File: src/rtl/sva_pkg.sv
package sva_pkg;

    localparam int CHANNELS_DEF   = 9;
    localparam int STAMP_BITS_DEF = 32;

    localparam logic [1:0] KIND_NOTE_ON   = 2'd0;
    localparam logic [1:0] KIND_NOTE_OFF  = 2'd1;
    localparam logic [1:0] KIND_ALL_OFF   = 2'd2;
    localparam logic [1:0] KIND_PATCH_UPD = 2'd3;

    localparam logic [1:0] ACT_PLAY    = 2'd0;
    localparam logic [1:0] ACT_KEY_OFF = 2'd1;
    localparam logic [1:0] ACT_PATCH   = 2'd2;

    localparam logic [3:0] CFG_RESET = 4'd9;

    localparam logic [6:0] TOP_NOTE  = 7'd114;
    localparam logic [6:0] LOW_NOTES = 7'd19;
    localparam logic [6:0] OCTAVE    = 7'd12;

    // Division by twelve is done as a multiply by 43/512, exact for offsets up to 95.
    localparam logic [12:0] RECIP       = 13'd43;
    localparam int          RECIP_SHIFT = 9;

    typedef struct packed {
        logic start;
        logic scan;
        logic commit;
        logic emit;
    } t_dp_cmd;

    typedef struct packed {
        logic note_on;
        logic hit;
        logic out_free;
    } t_dp_sts;

    typedef struct packed {
        logic [2:0] blk;
        logic [4:0] pit;
    } t_pitch;

    function automatic t_pitch note_pitch(input logic [6:0] note);
        logic [6:0]  d;
        logic [12:0] prod;
        logic [2:0]  q;
        logic [6:0]  r;
        t_pitch      p;
        d    = 7'(note - LOW_NOTES);
        prod = 13'(d) * RECIP;
        q    = 3'(prod >> RECIP_SHIFT);
        r    = 7'(d - 7'(7'(q) * OCTAVE));
        if (note < LOW_NOTES) begin
            p.blk = 3'd0;
            p.pit = note[4:0];
        end else begin
            p.blk = q;
            p.pit = 5'(r + LOW_NOTES);
        end
        return p;
    endfunction

endpackage

File: src/rtl/sva_in_if.sv
interface sva_in_if;
    logic       valid;
    logic       ready;
    logic [1:0] kind;
    logic [7:0] patch_id;
    logic [6:0] note;

    modport source(output valid, output kind, output patch_id, output note, input ready);
    modport sink(input valid, input kind, input patch_id, input note, output ready);
endinterface

File: src/rtl/sva_out_if.sv
interface sva_out_if;
    logic       valid;
    logic       ready;
    logic [3:0] channel;
    logic [1:0] action;
    logic [2:0] octave_block;
    logic [4:0] pitch_index;
    logic       last;

    modport source(output valid, output channel, output action, output octave_block,
                   output pitch_index, output last, input ready);
    modport sink(input valid, input channel, input action, input octave_block,
                 input pitch_index, input last, output ready);
endinterface

File: src/rtl/sva_ctrl.sv
module sva_ctrl
    import sva_pkg::*;
#(
    parameter int CHANNELS = CHANNELS_DEF,
    localparam int IDX_W = (CHANNELS > 1) ? $clog2(CHANNELS) : 1
) (
    input  logic             i_clk,
    input  logic             i_rst_n,
    input  logic             i_cfg_we,
    input  logic [3:0]       i_cfg_wdata,
    input  logic             i_in_valid,
    output logic             o_in_ready,
    input  t_dp_sts          i_sts,
    output t_dp_cmd          o_cmd,
    output logic [IDX_W-1:0] o_idx
);

    localparam logic [1:0] ST_IDLE = 2'd0;
    localparam logic [1:0] ST_SCAN = 2'd1;
    localparam logic [1:0] ST_NOTE = 2'd2;
    localparam logic [1:0] ST_EMIT = 2'd3;

    logic [1:0]       r_state;
    logic [1:0]       n_state;
    logic [IDX_W-1:0] r_idx;
    logic [IDX_W-1:0] n_idx;
    logic [3:0]       r_cfg;
    logic [5:0]       w_live;
    logic [IDX_W-1:0] w_last_idx;
    logic             w_at_last;

    always_comb begin
        if (r_cfg == 4'd0) begin
            w_live = 6'd1;
        end else if (6'(r_cfg) > 6'(CHANNELS)) begin
            w_live = 6'(CHANNELS);
        end else begin
            w_live = 6'(r_cfg);
        end
    end

    assign w_last_idx = IDX_W'(w_live - 6'd1);
    assign w_at_last  = (r_idx == w_last_idx);
    assign o_idx      = r_idx;

    always_comb begin
        n_state    = r_state;
        n_idx      = r_idx;
        o_cmd      = '0;
        o_in_ready = 1'b0;
        case (r_state)
            ST_IDLE: begin
                o_in_ready = 1'b1;
                if (i_in_valid) begin
                    o_cmd.start = 1'b1;
                    n_idx       = '0;
                    n_state     = ST_SCAN;
                end
            end
            ST_SCAN: begin
                o_cmd.scan = 1'b1;
                if (w_at_last) begin
                    n_idx   = '0;
                    n_state = i_sts.note_on ? ST_NOTE : ST_EMIT;
                end else begin
                    n_idx = IDX_W'(r_idx + 1'b1);
                end
            end
            ST_NOTE: begin
                if (i_sts.out_free) begin
                    o_cmd.commit = 1'b1;
                    n_state      = ST_IDLE;
                end
            end
            ST_EMIT: begin
                if (i_sts.out_free || !i_sts.hit) begin
                    o_cmd.emit = 1'b1;
                    if (w_at_last) begin
                        n_state = ST_IDLE;
                    end else begin
                        n_idx = IDX_W'(r_idx + 1'b1);
                    end
                end
            end
            default: begin
                n_state = ST_IDLE;
            end
        endcase
    end

    always_ff @(posedge i_clk) begin
        if (!i_rst_n) begin
            r_state <= ST_IDLE;
            r_idx   <= '0;
            r_cfg   <= CFG_RESET;
        end else begin
            r_state <= n_state;
            r_idx   <= n_idx;
            if (i_cfg_we) begin
                r_cfg <= i_cfg_wdata;
            end
        end
    end

endmodule

File: src/rtl/sva_dp.sv
module sva_dp
    import sva_pkg::*;
#(
    parameter int CHANNELS   = CHANNELS_DEF,
    parameter int STAMP_BITS = STAMP_BITS_DEF,
    localparam int IDX_W = (CHANNELS > 1) ? $clog2(CHANNELS) : 1
) (
    input  logic             i_clk,
    input  logic             i_rst_n,
    input  t_dp_cmd          i_cmd,
    input  logic [IDX_W-1:0] i_idx,
    input  logic [1:0]       i_kind,
    input  logic [7:0]       i_patch_id,
    input  logic [6:0]       i_note,
    output t_dp_sts          o_sts,
    output logic             o_valid,
    input  logic             i_ready,
    output logic [3:0]       o_channel,
    output logic [1:0]       o_action,
    output logic [2:0]       o_octave_block,
    output logic [4:0]       o_pitch_index,
    output logic             o_last
);

    logic [7:0]            r_patch    [CHANNELS];
    logic                  r_assigned [CHANNELS];
    logic [6:0]            r_note     [CHANNELS];
    logic                  r_sounding [CHANNELS];
    logic [STAMP_BITS-1:0] r_stamp    [CHANNELS];

    logic [STAMP_BITS-1:0] r_clock;
    logic [STAMP_BITS-1:0] r_now;
    logic [1:0]            r_kind;
    logic [7:0]            r_pid;
    logic [6:0]            r_key;

    logic                  r_have_off;
    logic                  r_have_on;
    logic [IDX_W-1:0]      r_best_off;
    logic [IDX_W-1:0]      r_best_on;
    logic [STAMP_BITS-1:0] r_age_off;
    logic [STAMP_BITS-1:0] r_age_on;
    logic [CHANNELS-1:0]   r_match;

    logic                  r_out_valid;
    logic [3:0]            r_out_channel;
    logic [1:0]            r_out_action;
    logic [2:0]            r_out_blk;
    logic [4:0]            r_out_pit;
    logic                  r_out_last;

    logic [STAMP_BITS-1:0] w_age;
    logic                  w_hit_match;
    logic [IDX_W-1:0]      w_best;
    logic                  w_out_free;
    logic [CHANNELS-1:0]   w_above;
    logic                  w_more;
    t_pitch                w_pitch;

    assign w_age       = r_now - r_stamp[i_idx];
    assign w_hit_match = r_assigned[i_idx] && (r_patch[i_idx] == r_pid)
                         && ((r_kind != KIND_NOTE_OFF) || (r_note[i_idx] == r_key));
    assign w_best      = r_have_off ? r_best_off : r_best_on;
    assign w_out_free  = !r_out_valid || i_ready;
    assign w_pitch     = note_pitch(r_key);

    always_comb begin
        for (int i = 0; i < CHANNELS; i++) begin
            w_above[i] = r_match[i] && (i > int'(i_idx));
        end
    end

    assign w_more = |w_above;

    assign o_sts.note_on  = (r_kind == KIND_NOTE_ON);
    assign o_sts.hit      = r_match[i_idx];
    assign o_sts.out_free = w_out_free;

    assign o_valid        = r_out_valid;
    assign o_channel      = r_out_channel;
    assign o_action       = r_out_action;
    assign o_octave_block = r_out_blk;
    assign o_pitch_index  = r_out_pit;
    assign o_last         = r_out_last;

    always_ff @(posedge i_clk) begin
        if (!i_rst_n) begin
            for (int i = 0; i < CHANNELS; i++) begin
                r_patch[i]    <= '0;
                r_assigned[i] <= 1'b0;
                r_note[i]     <= '0;
                r_sounding[i] <= 1'b0;
                r_stamp[i]    <= '0;
            end
            r_clock     <= STAMP_BITS'(1);
            r_have_off  <= 1'b0;
            r_have_on   <= 1'b0;
            r_match     <= '0;
            r_out_valid <= 1'b0;
        end else begin
            if (i_cmd.start) begin
                r_kind     <= i_kind;
                r_pid      <= i_patch_id;
                r_key      <= i_note;
                r_now      <= r_clock;
                r_clock    <= r_clock + 1'b1;
                r_have_off <= 1'b0;
                r_have_on  <= 1'b0;
                r_match    <= '0;
            end

            if (i_cmd.scan) begin
                if (r_kind == KIND_NOTE_ON) begin
                    if (r_sounding[i_idx]) begin
                        if (!r_have_on || (w_age > r_age_on)) begin
                            r_have_on <= 1'b1;
                            r_age_on  <= w_age;
                            r_best_on <= i_idx;
                        end
                    end else begin
                        if (!r_have_off || (w_age > r_age_off)) begin
                            r_have_off <= 1'b1;
                            r_age_off  <= w_age;
                            r_best_off <= i_idx;
                        end
                    end
                end else begin
                    r_match[i_idx] <= w_hit_match;
                    if (w_hit_match && (r_kind != KIND_PATCH_UPD)) begin
                        r_stamp[i_idx]    <= r_now;
                        r_sounding[i_idx] <= 1'b0;
                    end
                end
            end

            if (i_cmd.commit) begin
                r_patch[w_best]    <= r_pid;
                r_assigned[w_best] <= 1'b1;
                r_note[w_best]     <= r_key;
                r_sounding[w_best] <= 1'b1;
                r_stamp[w_best]    <= r_now;
                r_out_valid        <= 1'b1;
                r_out_channel      <= 4'(w_best);
                r_out_last         <= 1'b1;
                if (r_key > TOP_NOTE) begin
                    r_out_action <= ACT_KEY_OFF;
                    r_out_blk    <= 3'd0;
                    r_out_pit    <= 5'd0;
                end else begin
                    r_out_action <= ACT_PLAY;
                    r_out_blk    <= w_pitch.blk;
                    r_out_pit    <= w_pitch.pit;
                end
            end else if (i_cmd.emit && r_match[i_idx]) begin
                r_out_valid   <= 1'b1;
                r_out_channel <= 4'(i_idx);
                r_out_action  <= (r_kind == KIND_PATCH_UPD) ? ACT_PATCH : ACT_KEY_OFF;
                r_out_blk     <= 3'd0;
                r_out_pit     <= 5'd0;
                r_out_last    <= !w_more;
            end else if (i_ready) begin
                r_out_valid <= 1'b0;
            end
        end
    end

endmodule

File: src/rtl/synth_voice_allocator_top.sv
// Each input transaction is followed by a scan that reads one channel's state per cycle over
// the N active channels; results are produced after the scan.
// A new input is accepted only once the previous one is fully handled, and a waiting result
// that is not taken holds the allocator.
// Reset is synchronous, active low: all channels off and unassigned, event clock one,
// active channel count nine.
module synth_voice_allocator_top
    import sva_pkg::*;
#(
    parameter int CHANNELS   = CHANNELS_DEF,
    parameter int STAMP_BITS = STAMP_BITS_DEF
) (
    input  logic       i_clk,
    input  logic       i_rst_n,
    input  logic       i_cfg_we,
    input  logic [3:0] i_cfg_wdata,
    sva_in_if.sink     i_in,
    sva_out_if.source  o_out
);

    localparam int IDX_W = (CHANNELS > 1) ? $clog2(CHANNELS) : 1;

    t_dp_cmd          w_cmd;
    t_dp_sts          w_sts;
    logic [IDX_W-1:0] w_idx;
    logic             w_in_ready;

    assign i_in.ready = w_in_ready;

    sva_ctrl #(
        .CHANNELS(CHANNELS)
    ) u_ctrl (
        .i_clk      (i_clk),
        .i_rst_n    (i_rst_n),
        .i_cfg_we   (i_cfg_we),
        .i_cfg_wdata(i_cfg_wdata),
        .i_in_valid (i_in.valid),
        .o_in_ready (w_in_ready),
        .i_sts      (w_sts),
        .o_cmd      (w_cmd),
        .o_idx      (w_idx)
    );

    sva_dp #(
        .CHANNELS  (CHANNELS),
        .STAMP_BITS(STAMP_BITS)
    ) u_dp (
        .i_clk         (i_clk),
        .i_rst_n       (i_rst_n),
        .i_cmd         (w_cmd),
        .i_idx         (w_idx),
        .i_kind        (i_in.kind),
        .i_patch_id    (i_in.patch_id),
        .i_note        (i_in.note),
        .o_sts         (w_sts),
        .o_valid       (o_out.valid),
        .i_ready       (o_out.ready),
        .o_channel     (o_out.channel),
        .o_action      (o_out.action),
        .o_octave_block(o_out.octave_block),
        .o_pitch_index (o_out.pitch_index),
        .o_last        (o_out.last)
    );

endmodule
File: src/flat_wrapper.sv
// flat-port wrapper written by rule: the top's interface ports become plain ports
module synth_voice_allocator_top_flat import sva_pkg::*;
#(
    parameter int CHANNELS   = CHANNELS_DEF,
    parameter int STAMP_BITS = STAMP_BITS_DEF
)
  (i_clk, i_rst_n, i_cfg_we, i_cfg_wdata, i_in_valid, i_in_kind, i_in_patch_id, i_in_note, i_in_ready, o_out_valid, o_out_channel, o_out_action, o_out_octave_block, o_out_pitch_index, o_out_last, o_out_ready);
  sva_in_if i_in_i ();
  sva_out_if o_out_i ();
  input  logic i_clk;
  input  logic i_rst_n;
  input  logic i_cfg_we;
  input  logic [3:0] i_cfg_wdata;
  input wire logic [$bits(i_in_i.valid)-1:0] i_in_valid;
  input wire logic [$bits(i_in_i.kind)-1:0] i_in_kind;
  input wire logic [$bits(i_in_i.patch_id)-1:0] i_in_patch_id;
  input wire logic [$bits(i_in_i.note)-1:0] i_in_note;
  output wire logic [$bits(i_in_i.ready)-1:0] i_in_ready;
  output wire logic [$bits(o_out_i.valid)-1:0] o_out_valid;
  output wire logic [$bits(o_out_i.channel)-1:0] o_out_channel;
  output wire logic [$bits(o_out_i.action)-1:0] o_out_action;
  output wire logic [$bits(o_out_i.octave_block)-1:0] o_out_octave_block;
  output wire logic [$bits(o_out_i.pitch_index)-1:0] o_out_pitch_index;
  output wire logic [$bits(o_out_i.last)-1:0] o_out_last;
  input wire logic [$bits(o_out_i.ready)-1:0] o_out_ready;
  assign i_in_i.valid = i_in_valid;
  assign i_in_i.kind = i_in_kind;
  assign i_in_i.patch_id = i_in_patch_id;
  assign i_in_i.note = i_in_note;
  assign i_in_ready = i_in_i.ready;
  assign o_out_valid = o_out_i.valid;
  assign o_out_channel = o_out_i.channel;
  assign o_out_action = o_out_i.action;
  assign o_out_octave_block = o_out_i.octave_block;
  assign o_out_pitch_index = o_out_i.pitch_index;
  assign o_out_last = o_out_i.last;
  assign o_out_i.ready = o_out_ready;
  synth_voice_allocator_top #(.CHANNELS(CHANNELS), .STAMP_BITS(STAMP_BITS)) u_core (.i_clk(i_clk), .i_rst_n(i_rst_n), .i_cfg_we(i_cfg_we), .i_cfg_wdata(i_cfg_wdata), .i_in(i_in_i), .o_out(o_out_i));
endmodule
File: config.mk
export PLATFORM = sky130hd
export DESIGN_NAME = synth_voice_allocator_top_flat
export DESIGN_NICKNAME = d
export VERILOG_FILES = /design/src/rtl/sva_pkg.sv /design/src/rtl/sva_in_if.sv /design/src/rtl/sva_out_if.sv /design/src/rtl/sva_ctrl.sv /design/src/rtl/sva_dp.sv /design/src/rtl/synth_voice_allocator_top.sv /design/src/flat_wrapper.sv
export SDC_FILE = /design/constraint.sdc
export NUM_CORES = 1
export LEC_CHECK = 0
export ABC_CLOCK_PERIOD_IN_PS = 15700
export BUFFER_PORTS_ARGS = -buffer_cell sky130_fd_sc_hd__buf_2
export CORE_MARGIN = 4
export CORE_UTILIZATION = 50
export CTS_BUF_LIST = sky130_fd_sc_hd__clkbuf_8
export DETAILED_ROUTE_END_ITERATION = 8
export PLACE_DENSITY = 0.65
export REMOVE_ABC_BUFFERS = 1
export SETUP_SLACK_MARGIN = 0.3
export SYNTH_ARGS = -nofsm -noshare
export SYNTH_HDL_FRONTEND = slang
export SYNTH_SLANG_ARGS = --single-unit
File: constraint.sdc
create_clock -name i_clk -period 15.7 [get_ports i_clk]
set_input_delay 0.785 -clock i_clk [delete_from_list [all_inputs] [get_ports i_clk]]
set_output_delay 0.785 -clock i_clk [all_outputs]
set_load 0.01 [all_outputs]
==> key figures <==
Logic synthesis
  • Synth top cells by count: edfxtp_1 (895), nor3_1 (290), mux4_2 (226)
  • Synth top area cells: edfxtp_1 (60%), mux4_2 (11%), ha_1 (3.8%)
  • Yosys top cell by area: edfxtp_1
  • Post-synth cell types: 66
  • Post-synth EDFFs: 895
  • Syn Inst Count: 2965
  • Yosys top cell area share: 60.4%
  • Ys async rst share: 0%
  • Flops & latches, synth: 978
  • Sequential fraction of the synthesis area: 64.1%
  • Synth warn: 0
  • Avg Inst Size Synth: 15.0 sq um
  • Post-Syn Area: 44500 sq um
  • Commonest register cell after synthesis: edfxtp_1
  • Most frequent cell after synthesis: edfxtp_1

Flow run
  • # Max-Cap Violations: 0

Setup path
  • Worst Path Arrival: 9.34 ns
  • CP max FO: 66
  • Critical path cell sequence: buf_4 -> buf_4 -> mux4_2 -> mux4_2 -> inv_1 -> ha_1 -> a21o_1 -> a221oi_1 -> o21bai_1 -> o211ai_1 -> a21boi_0 -> o31ai_1 -> o311ai_0 -> ha_1 -> nand4_1 -> nor2_1 -> nand2_1 -> nor3_1 -> nand2_1 -> a21o_1 -> a31oi_4 -> buf_4
  • CP max stage cell: buf_4
  • Crit. End Element: flop
  • Most frequent CP cell: buf_4
  • Startpoint types: flop
  • CP Class: flop to flop
  • Slowest stage delay, CP: 0.95 ns
  • Critical path required time: 16.18 ns

Timing
  • Slew Limit Fails: 0
  • Fmax: 113 MHz
  • RSZ-0062 raised after global routing: false
  • Final count of hold timing violations: 0
  • TNS Setup: 0 ns
  • Clock skew: 0.0512 ns
  • Relative max-transition margin: 5.05%
  • Setup Viol. Count Final: 0
  • Crit path time final: 8.87 ns
  • Measured slew at the worst slew-check pin: 1.42 ns
  • Tcrit/Tclk final: 56.5%

CTS
  • CTS tree: yes
  • CTS max path bufs: 3
  • Cts-stage hold buffer count: 0
  • Clock transition at path regs: 0.06 ns
  • Skew-Pair Late Insertion Delay: 0.82 ns
  • Post-CTS sizing: 0
  • Clock root buffer: clkbuf_8
  • CTS HTree Levels: 4
  • Post-CTS repair timing setup buffer count: 0
  • Number of buffers created by CTS: 159
  • CTS Sinks: 978

Route
  • Drt pass-1 iters: 6
  • Final wirelength: 114 mm
  • Vias: 26600
  • # DRC: 0
  • Drt first-iter violations: 2687
  • Vias per std cell: 6.13
  • Wire per inst: 26.3 um
  • DRT antenna net count: 0

Placement
  • GP Congestion: 0.888
  • Detailed placer's ending HPWL: 65.0 mm
  • I/O Buffers: 42

Die
  • Count of standard-cell rows: 109
  • Die area: 93900 sq um
  • I/O pin cnt: 43
  • Core area: 88400 sq um
  • Die Ht: 306 um
  • Die Wd: 306 um
  • Initial core utilization: 50.4%

Pwr
  • Total Power: 6.15 mW
  • Power Density: 125 nW/um^2
  • Leak: 17.0 nW
  • Max VDD drop: 0.000122 V

GRT
  • GRT overflow: 0
  • Vias in the first global route: 27400
  • Initial antenna violation count: 1
  • Largest net degree at the start of global routing: 197
  • Total track usage: 24.4%
  • First-pass GRT wire length: 171 mm

Min path
  • Worst Hold Class: input pin to flop

Outcome
  • Status: finished clean

Finish
  • Syn-to-layout area delta: 10.1%
  • NumNets Final: 3209
  • Core Util, Final: 55.5%
  • Ratio of cells with drive above 1 in the final layout: 18.9%
cells by family after synthesis:
logic type | Yosys count | share of synthesized area (%)
AND/OR/NAND/NOR | 844 | 9.69
flip-flops | 978 | 64.1
adder cells (fa/ha/maj) | 144 | 4.18
buffers and inverters | 340 | 3.35
multiplexers | 276 | 12.6
XOR/XNOR | 105 | 2.07
AO/OA/AOI/OAI | 278 | 4.05
layout by cell type, fill, tap and decap left out, drive strengths merged, types with 14 or more instances in the layout:
master,instances
buf,105
or2,17
mux2i,47
clkinv,50
o31ai,16
xor2,53
dfxtp,83
a211oi,14
o21ai,55
a21o,41
nor3,290
inv,208
and2,124
nor3b,34
xnor2,52
and3,17
a21oi,80
mux4,226
nand2,156
edfxtp,895
clkbuf,176
nor2,98
nand3,27
nand4,32
ha,136
routing by layer:
layer  vias to the layer above  GRT usage [%]  part of all wire (%)
met5                         -              0                     0
met4                         0           8.83                   3.2
met3                       248           4.12                   7.4
met2                      1199           42.1                    51
met1                     13600           31.4                    39
li1                      11600              -                     -
critical path: cells and delay by family (launching register included):
kind | cells | cell delay (ns)
fa+ha+maj | 2 | 0.73
flops | 1 | 0.67
buf+inv | 4 | 2.41
mux | 2 | 0.87
compound gates | 9 | 3.05
simple gates | 5 | 0.78
flip-flops by register name (all words and copies together) (netlist names), 8 cells and up, named ones only:
name,flops
u_core.u_dp.r_stamp,512
u_core.u_dp.r_sounding,16
u_core.u_dp.r_match,9
u_core.u_dp.r_age_on,32
u_core.u_dp.r_pid,8
u_core.u_dp.r_patch,128
u_core.u_dp.r_note,112
u_core.u_dp.r_now,32
u_core.u_dp.r_assigned,16
u_core.u_dp.r_age_off,32
u_core.u_dp.r_clock,32
through the flow:
stage	cell area, sq um	setup WS (ns)	hold slack [ns]	cells
after floorplan	43600	-2.07	0.411	2773
after global placement	46000	7.02	0.421	4043
after detailed placement	46000	6.91	0.425	4043
after CTS	49000	6.92	0.0651	4337
after global routing	49000	6.26	0.107	4342
final	49000	6.83	0.145	4342
power by group:
group / total [mW] / switching (mW) / internal, mW
sequential: 3.00 / 0.0625 / 2.94
clock: 2.09 / 1.01 / 1.08
combinational: 1.06 / 0.617 / 0.441
total: 6.15 / 1.69 / 4.46
final timing paths:
| kind | startpoint | to | slack [ns] | cells past startpoint |
|---|---|---|---|---|
| setup reg to reg | flop | u_core.u_dp.r_age_on[1] | 6.83 | 22 |
| setup / recovery | flop | u_core.u_dp.r_age_on[1] | 6.83 | 22 |
| hold reg to reg | u_core.u_dp.r_assigned[13] | u_core.u_dp.r_assigned[13] | 0.44 | 1 |
| hold / removal | i_in_patch_id[1] | u_core.u_dp.r_pid[1] | 0.14 | 1 |
cell type report:
type | count | area (sq um)
Inverter | 148 | 556
Fill cell | 7040 | 39300
Tap cell | 1165 | 1460
Multi-Input combinational cell | 1647 | 14700
Clock buffer | 176 | 2420
Clock inverter | 118 | 613
Antenna cell | 5 | 12.5
Timing Repair Buffer | 105 | 708
Sequential cell | 978 | 28600
No activity file was read; power rests on OpenSTA's default activity.
